File: src/rtl/core/fwhc_div.sv
module fwhc_div (
    input  logic        i_clk,
    input  logic        i_rst_n,
    input  logic        i_start,
    input  logic [31:0] i_dividend,
    input  logic [30:0] i_divisor,
    output logic        o_done,
    output logic [31:0] o_quotient
);

    logic        r_busy;
    logic        r_done;
    logic [4:0]  r_cnt;
    logic [30:0] r_rem;
    logic [31:0] r_quo;
    logic [30:0] r_div;

    logic [31:0] trial;
    logic [31:0] trial_sub;
    logic        fits;
    logic [30:0] n_rem;

    // One restoring step: bring down the next dividend bit and try to subtract.
    always_comb begin
        trial     = {r_rem, r_quo[31]};
        trial_sub = trial - {1'b0, r_div};
        fits      = (trial >= {1'b0, r_div});
        n_rem     = fits ? trial_sub[30:0] : trial[30:0];
    end

    always_ff @(posedge i_clk) begin
        if (!i_rst_n) begin
            r_busy <= 1'b0;
            r_done <= 1'b0;
            r_cnt  <= '0;
        end else begin
            r_done <= 1'b0;
            if (i_start) begin
                r_busy <= 1'b1;
                r_cnt  <= '0;
            end else if (r_busy) begin
                r_cnt <= r_cnt + 5'd1;
                if (r_cnt == 5'd31) begin
                    r_busy <= 1'b0;
                    r_done <= 1'b1;
                end
            end
        end
    end

    always_ff @(posedge i_clk) begin
        if (i_start) begin
            r_rem <= '0;
            r_quo <= i_dividend;
            r_div <= i_divisor;
        end else if (r_busy) begin
            r_rem <= n_rem;
            r_quo <= {r_quo[30:0], fits};
        end
    end

    assign o_done     = r_done;
    assign o_quotient = r_quo;

endmodule

File: config.mk
export PLATFORM = sky130hd
export DESIGN_NAME = fwhc_div
export DESIGN_NICKNAME = d
export VERILOG_FILES = /design/src/rtl/core/fwhc_div.sv
export SDC_FILE = /design/constraint.sdc
export NUM_CORES = 1
export LEC_CHECK = 0
export BUFFER_PORTS_ARGS = -buffer_cell sky130_fd_sc_hd__buf_4
export CAP_MARGIN = 0
export CORE_ASPECT_RATIO = 0.5
export CORE_MARGIN = 4
export CORE_UTILIZATION = 51
export CTS_CLUSTER_SIZE = 20
export DETAILED_ROUTE_END_ITERATION = 10
export GPL_ROUTABILITY_DRIVEN = 1
export PLACE_DENSITY = 0.75
export SYNTH_ARGS = -nofsm -noshare
export SYNTH_HDL_FRONTEND = slang
export SYNTH_SLANG_ARGS = --single-unit
File: constraint.sdc
create_clock -name i_clk -period 2.7 [get_ports i_clk]
set_input_delay 0.405 -clock i_clk [delete_from_list [all_inputs] [get_ports i_clk]]
set_output_delay 0.405 -clock i_clk [all_outputs]
set_load 0.05 [all_outputs]
After elaboration in Yosys (flattened, before gate mapping). Cells that the tools add are included.

Flip-flop bits (word level): 101. Input port bits: 66. Output and inout bits: 33. Word-level logic and storage cells: 22.

Add/subtract/negate cells: 2. $lt $le $gt $ge: 1. Equality and inequality tests: 1. Multiplexer cells: 7. Bitwise logic cells: 2. Reductions and logical operators: 3.

Operators with widths (number): $mux 32 (2); $ge 32x31->1 (1); $mux 31 (1); $sub 31x31->31 (1); $add 5x1->5 const B (1); $eq 5x5->1 const B (1); $mux 1 (4); $reduce_or 3->1 (1); $not 1->1 (2); $reduce_bool 2->1 (1); $reduce_or 2->1 (1).

Logic depth before layout (Yosys ltp).
Depth in word-level cells: 4. Gate-level depth with buffers: 14. Mapped depth without buffers: 12.

Worst setup path after synthesis. OpenSTA, ideal clock, no wires.

Path type: register to register. From: register r_quo[31], in the netlist o_quotient[31]. To: register r_rem[30]. Setup time: 70 ps. Data arrival time: 2988 ps. Data required time: 2630 ps. Setup slack: -359 ps. Stages on the path, launching flop included: 13. Buffers on the path: 0. Clock period less this slack: 3059 ps. Cells stage by stage: edfxtp_1 > inv_1 > ha_1 > fa_1 > nand2b_1 > a21oi_1 > o21ai_0 > a2111oi_0 > o31ai_1 > o21ai_0 > xor2_1 > nand3b_1 > a21oi_1.

Longest elaborated chain between the ends: 2. Elaborated cells on any way between the ends: 3. Those cells by class: add/sub (1); order compare (1); mux (1).

Ends and longest elaborated chain: start: declaration (RTL line 15) `logic [31:0] r_quo;`; start signal: assignment (RTL line 54) `r_quo <= i_dividend;`; start signal: assignment (RTL line 58) `r_quo <= {r_quo[30:0], fits};`; $sub 31x31->31 or $ge 32x31->1 (tied branches) (RTL line 26, 27); $mux 31 * (RTL line 28) `n_rem = fits ? trial_sub[30:0] : trial[30:0];`; end signal: assignment (RTL line 57) `r_rem <= n_rem;`; end: declaration (RTL line 14) `logic [30:0] r_rem;`.

Mark *: on every way between the ends. The rest lies on a longest branch, timed or not. A chain may end at the register's enable or synchronous reset.

Worst setup path after layout.
From: register r_div[9]. To: register r_rem[11].

Longest elaborated chain between the ends: 2. Elaborated cells on any way between the ends: 3. Those cells by class: add/sub (1); order compare (1); mux (1).

Ends and longest elaborated chain: start: declaration (RTL line 16) `logic [30:0] r_div;`; start signal: assignment (RTL line 55) `r_div <= i_divisor;`; $sub 31x31->31 or $ge 32x31->1 (tied branches) (RTL line 26, 27); $mux 31 * (RTL line 28).

Marks and branches as above.

==> summary.md <==
The flow ran to the end, but the final reports show violations. The final reports fail on negative setup slack. The tools report the overall power of the completed layout as 4.54 mW. Summed over all instances, the cell type with the most area after synthesis is edfxtp_1. Counting instances in the post-synthesis netlist gives the leading cell types as 63 x edfxtp_1, 48 x nor2_1, 46 x a21oi_1. Clock-pin slew was measured on the worst setup and hold paths at 0.07 ns. Compared with the post-synthesis result, the final layout area differs by 32.7%. Met1 track utilization from global routing: 26.5%. In this run the worst path has a maximum fanout of 5. For this run, global-route usage on met2 was measured as 32.6%. The tools report the final worst clock skew as 0.00979 ns.

The overall overflow remaining after global route was 0. The instance count along the most critical hold path works out to 1. The worst pin sits at a relative slew slack of 49.0%. The tools report the number of levels the H-tree was split into as 3.

The internal power was 3.08 mW. At the pin with the least slew margin, the transition time is 0.764 ns. The die is 158 µm wide. The worst hold path terminates at r_div[29]. The initial antenna violation count is 0, and the height of the die is 83.1 µm.

The worst-case IR drop observed on VDD is 0.000319 V. The maximum number of pins on one net before global-route repair is 75. The clock insertion delay at the later pin of the skew report came out at 0.35 ns. After synthesis, the netlist uses 57 different library cells. The worst setup path is launched from a register. A synthesized cell averages 10.3 µm². For the final max-slew violation count, the log shows 0. The estimated wirelength of the detail-placed design came out at 9400 µm.

The worst hold path begins at i_divisor[29]. The run gives 27 as the number of rows created at floorplan. For this run, design rule violations remaining after detail routing come to 0. The global-route wire length before repair was 21,900 µm. The floorplan step defined a die boundary enclosing 0.0131 mm².

Critical path class: register to register. The worst min-delay path category is input port to register. The area inside the core boundary was 0.0110 mm²; the proportion of power drawn by combinational gates was 31.7%.

The terminus of the critical flop-to-flop path is r_rem[11]. In this run, the number of DRC markers left after iteration 0 of detailed routing was 332. The tools report the worst setup margin as -0.0360 ns.

The net switching power of the design came out at 1.47 mW. The tools report the clock root buffer as clkbuf_16. Cells with a size suffix above 1 make up 35.6% of the layout. The cell area after synthesis is 0.00575 mm². In the routed layout, each cell is associated on average with a via count of 5.49. STA classifies the critical path endpoint as a register. The initial utilization of the core area, before any placement, comes to 52.2%.

At the worst endpoint, the required time is 2.95 ns. After layout, the minimum clock period comes to 2.74 ns. The run gives 101 as the TritonCTS sink count. Setup repair after global routing could not meet its margin everywhere. In this run switching power makes up 32.3% of total power. The max-capacitance violation count is 0, and the count of mapped cells out of synthesis is 559. The area fraction of the dominant cell type after synthesis was 32.9%. Power spread over the standard cell area amounts to 595 mW/mm². For the total vias in the final route, the log shows 4,679. Summing all placed instances gives a cell area of 0.00692 mm². The logs give 0 for the number of hold violations in the final report and 852 for the number of standard cells in the layout, taps in and fillers out.

Synthesis inferred 101 register bits. The logs give 0 for the number of antenna repair diodes and 2 for the number of setup violations in the final report. Yosys instantiated no cell more often than edfxtp_1. met2 is the most crowded layer. The logic depth of the worst register-to-register path was 11. The count of buffers added on input and output ports is 98. For the cell area after layout, the log shows 0.00763 mm². The setup slack of the worst register-to-register path was -0.04 ns; the final period utilization was 101%. After synthesis, the cell types taking the most area are edfxtp_1 33%, dfxtp_1 13%, ha_1 7.2%.

For the worst setup path, the data arrival time is 2.98 ns. No sink is reached through more buffers than the 2 on the longest clock path. The tightest hold margin is 0.227 ns. The met3 demand-to-capacity share in global routing came out at 6.92%. Counting flops with an async set or reset pin after synthesis yields a share of 0%. The count of antenna-violating nets left after detailed routing was 0; the number of enable-type register cells in the synthesized netlist was 63. After detailed routing, the average wire length per cell comes to 16.1 µm. The synthesized net count is 659, and the synthesis warning total is 0.

TritonCTS built the clock tree. The congestion estimate from routability-driven global placement came to 0.921. The share of total power dissipated in the clock network is 27.1%. For this run, the post-layout net count is 802. For the relative contribution of sequential cells to total power, the log shows 41.1%. The main flop type after synthesis was edfxtp_1. The number of clock buffers added by TritonCTS is 9. For this design the static power due to leakage is 3.32 nW. The global-route total usage across every layer came out at 20.4%.

For this run, the detailed router's first-pass iteration total came to 5. For the part of the Yosys area used for sequential elements, the log shows 46.1%. For this design the top-level I/O count stands at 99. The number of placed instances, taps included, is 821. Derived from the worst setup path, the maximum achievable clock frequency is 366 MHz. The routed design has 13,800 µm of wire. The tools report the startpoint of the lowest-slack register-to-register path as r_div[9]. The via count of the first global-routing pass came out at 4,666.
==> registers in the layout, indices dropped and copies added (netlist names) <==
| register | count |
|---|---|
| r_div | 31 |
| r_cnt | 5 |
| o_quotient | 32 |
| o_done | 1 |
| r_rem | 31 |
| r_busy | 1 |
==> final cells by class <==
cell class	count	area [µm²]
Clock buffer	9	225
Clock inverter	7	55.1
Fill cell	849	3380
Inverter	42	158
Multi-Input combinational cell	396	3150
Sequential cell	101	2650
Tap cell	145	181
Timing Repair Buffer	152	1210
==> power groups by stage <==
stage	sequential (mW)	combinational, mW	clock, mW
final	1.87	1.44	1.23
after global routing	1.88	1.56	1.33
after CTS	1.86	1.33	1.26
after detailed placement	1.89	1.28	0
after global placement	1.89	1.26	0
after floorplan	2.06	0.710	0
==> logic make-up after synthesis <==
logic type	count (synthesis)	synth area share (%)
AND/OR/NAND/NOR	138	11.6
AO/OA/AOI/OAI	137	15.5
flip-flops	101	46.1
buffers and inverters	65	4.68
multiplexers	53	9.90
adder cells (fa/ha/maj)	34	7.53
XOR/XNOR	31	4.72
==> cell usage in the layout, fill, tap and decap left out, drive strengths merged, types with 6 or more instances in the layout <==
cell	netlist	layout
nand3	9	9
buf	6	151
a211oi	26	26
o211ai	6	6
o21ai	19	19
xor2	13	13
mux2	31	31
a31oi	8	8
nor2b	9	9
a21oi	48	48
clkbuf	17	10
xnor2	18	18
a21o	12	12
nor2	49	52
nand2b	6	6
dfxtp	38	38
edfxtp	63	63
ha	33	33
inv	42	45
mux2i	22	22
nand2	38	38
==> worst max-delay path by stage <==
stage	cells past startpoint	slack [ns]	endpoint	from
after detailed placement	11	-0.14	r_rem[15]	r_div[25]
after floorplan	12	-0.07	r_rem[30]	o_quotient[31]
after global routing	11	-0.12	r_rem[11]	r_div[6]
after global placement	11	-0.04	r_rem[5]	r_div[25]
final	11	-0.04	r_rem[11]	r_div[9]
after CTS	11	-0.004	r_rem[15]	r_div[7]
==> repair_timing <==
item / 4_1_cts / 5_1_grt
setup buffers: 4 / 7
gates resized for setup: 4 / 38
endpoints found under the setup margin: 28 / 30
cloned: 1 / 3
hold buffers: 0 / 0
pin swaps: 3 / 22
==> critical path, cell delays in order (launching register included) <==
cell	delay, ns
edfxtp_1	0.34
inv_2	0.05
ha_4	0.28
nand3_4	0.08
or3_4	0.37
or4_4	0.55
a21oi_4	0.26
buf_12	0.15
nor2_8	0.04
buf_12	0.14
mux2i_1	0.11
a211oi_1	0.27
==> routing by layer <==
layer  wire [µm]  vias up
met5           0        -
met4         123        0
met3         946       12
met2        6670      129
met1        6010     2225
li1            -     2313
==> per-stage QoR <==
stage | worst slack (ns) | utilization [%] | TNS (ns)
CTS | -0.00435 | 66.4 | -0.00435
global placement | -0.0387 | 62.8 | -0.730
global route | -0.117 | 69.3 | -1.22
floorplan | -0.0710 | - | -0.173
detailed placement | -0.144 | 62.8 | -2.13
finish | -0.0360 | 69.3 | -0.0613
(Power assumes the default switching activity.)
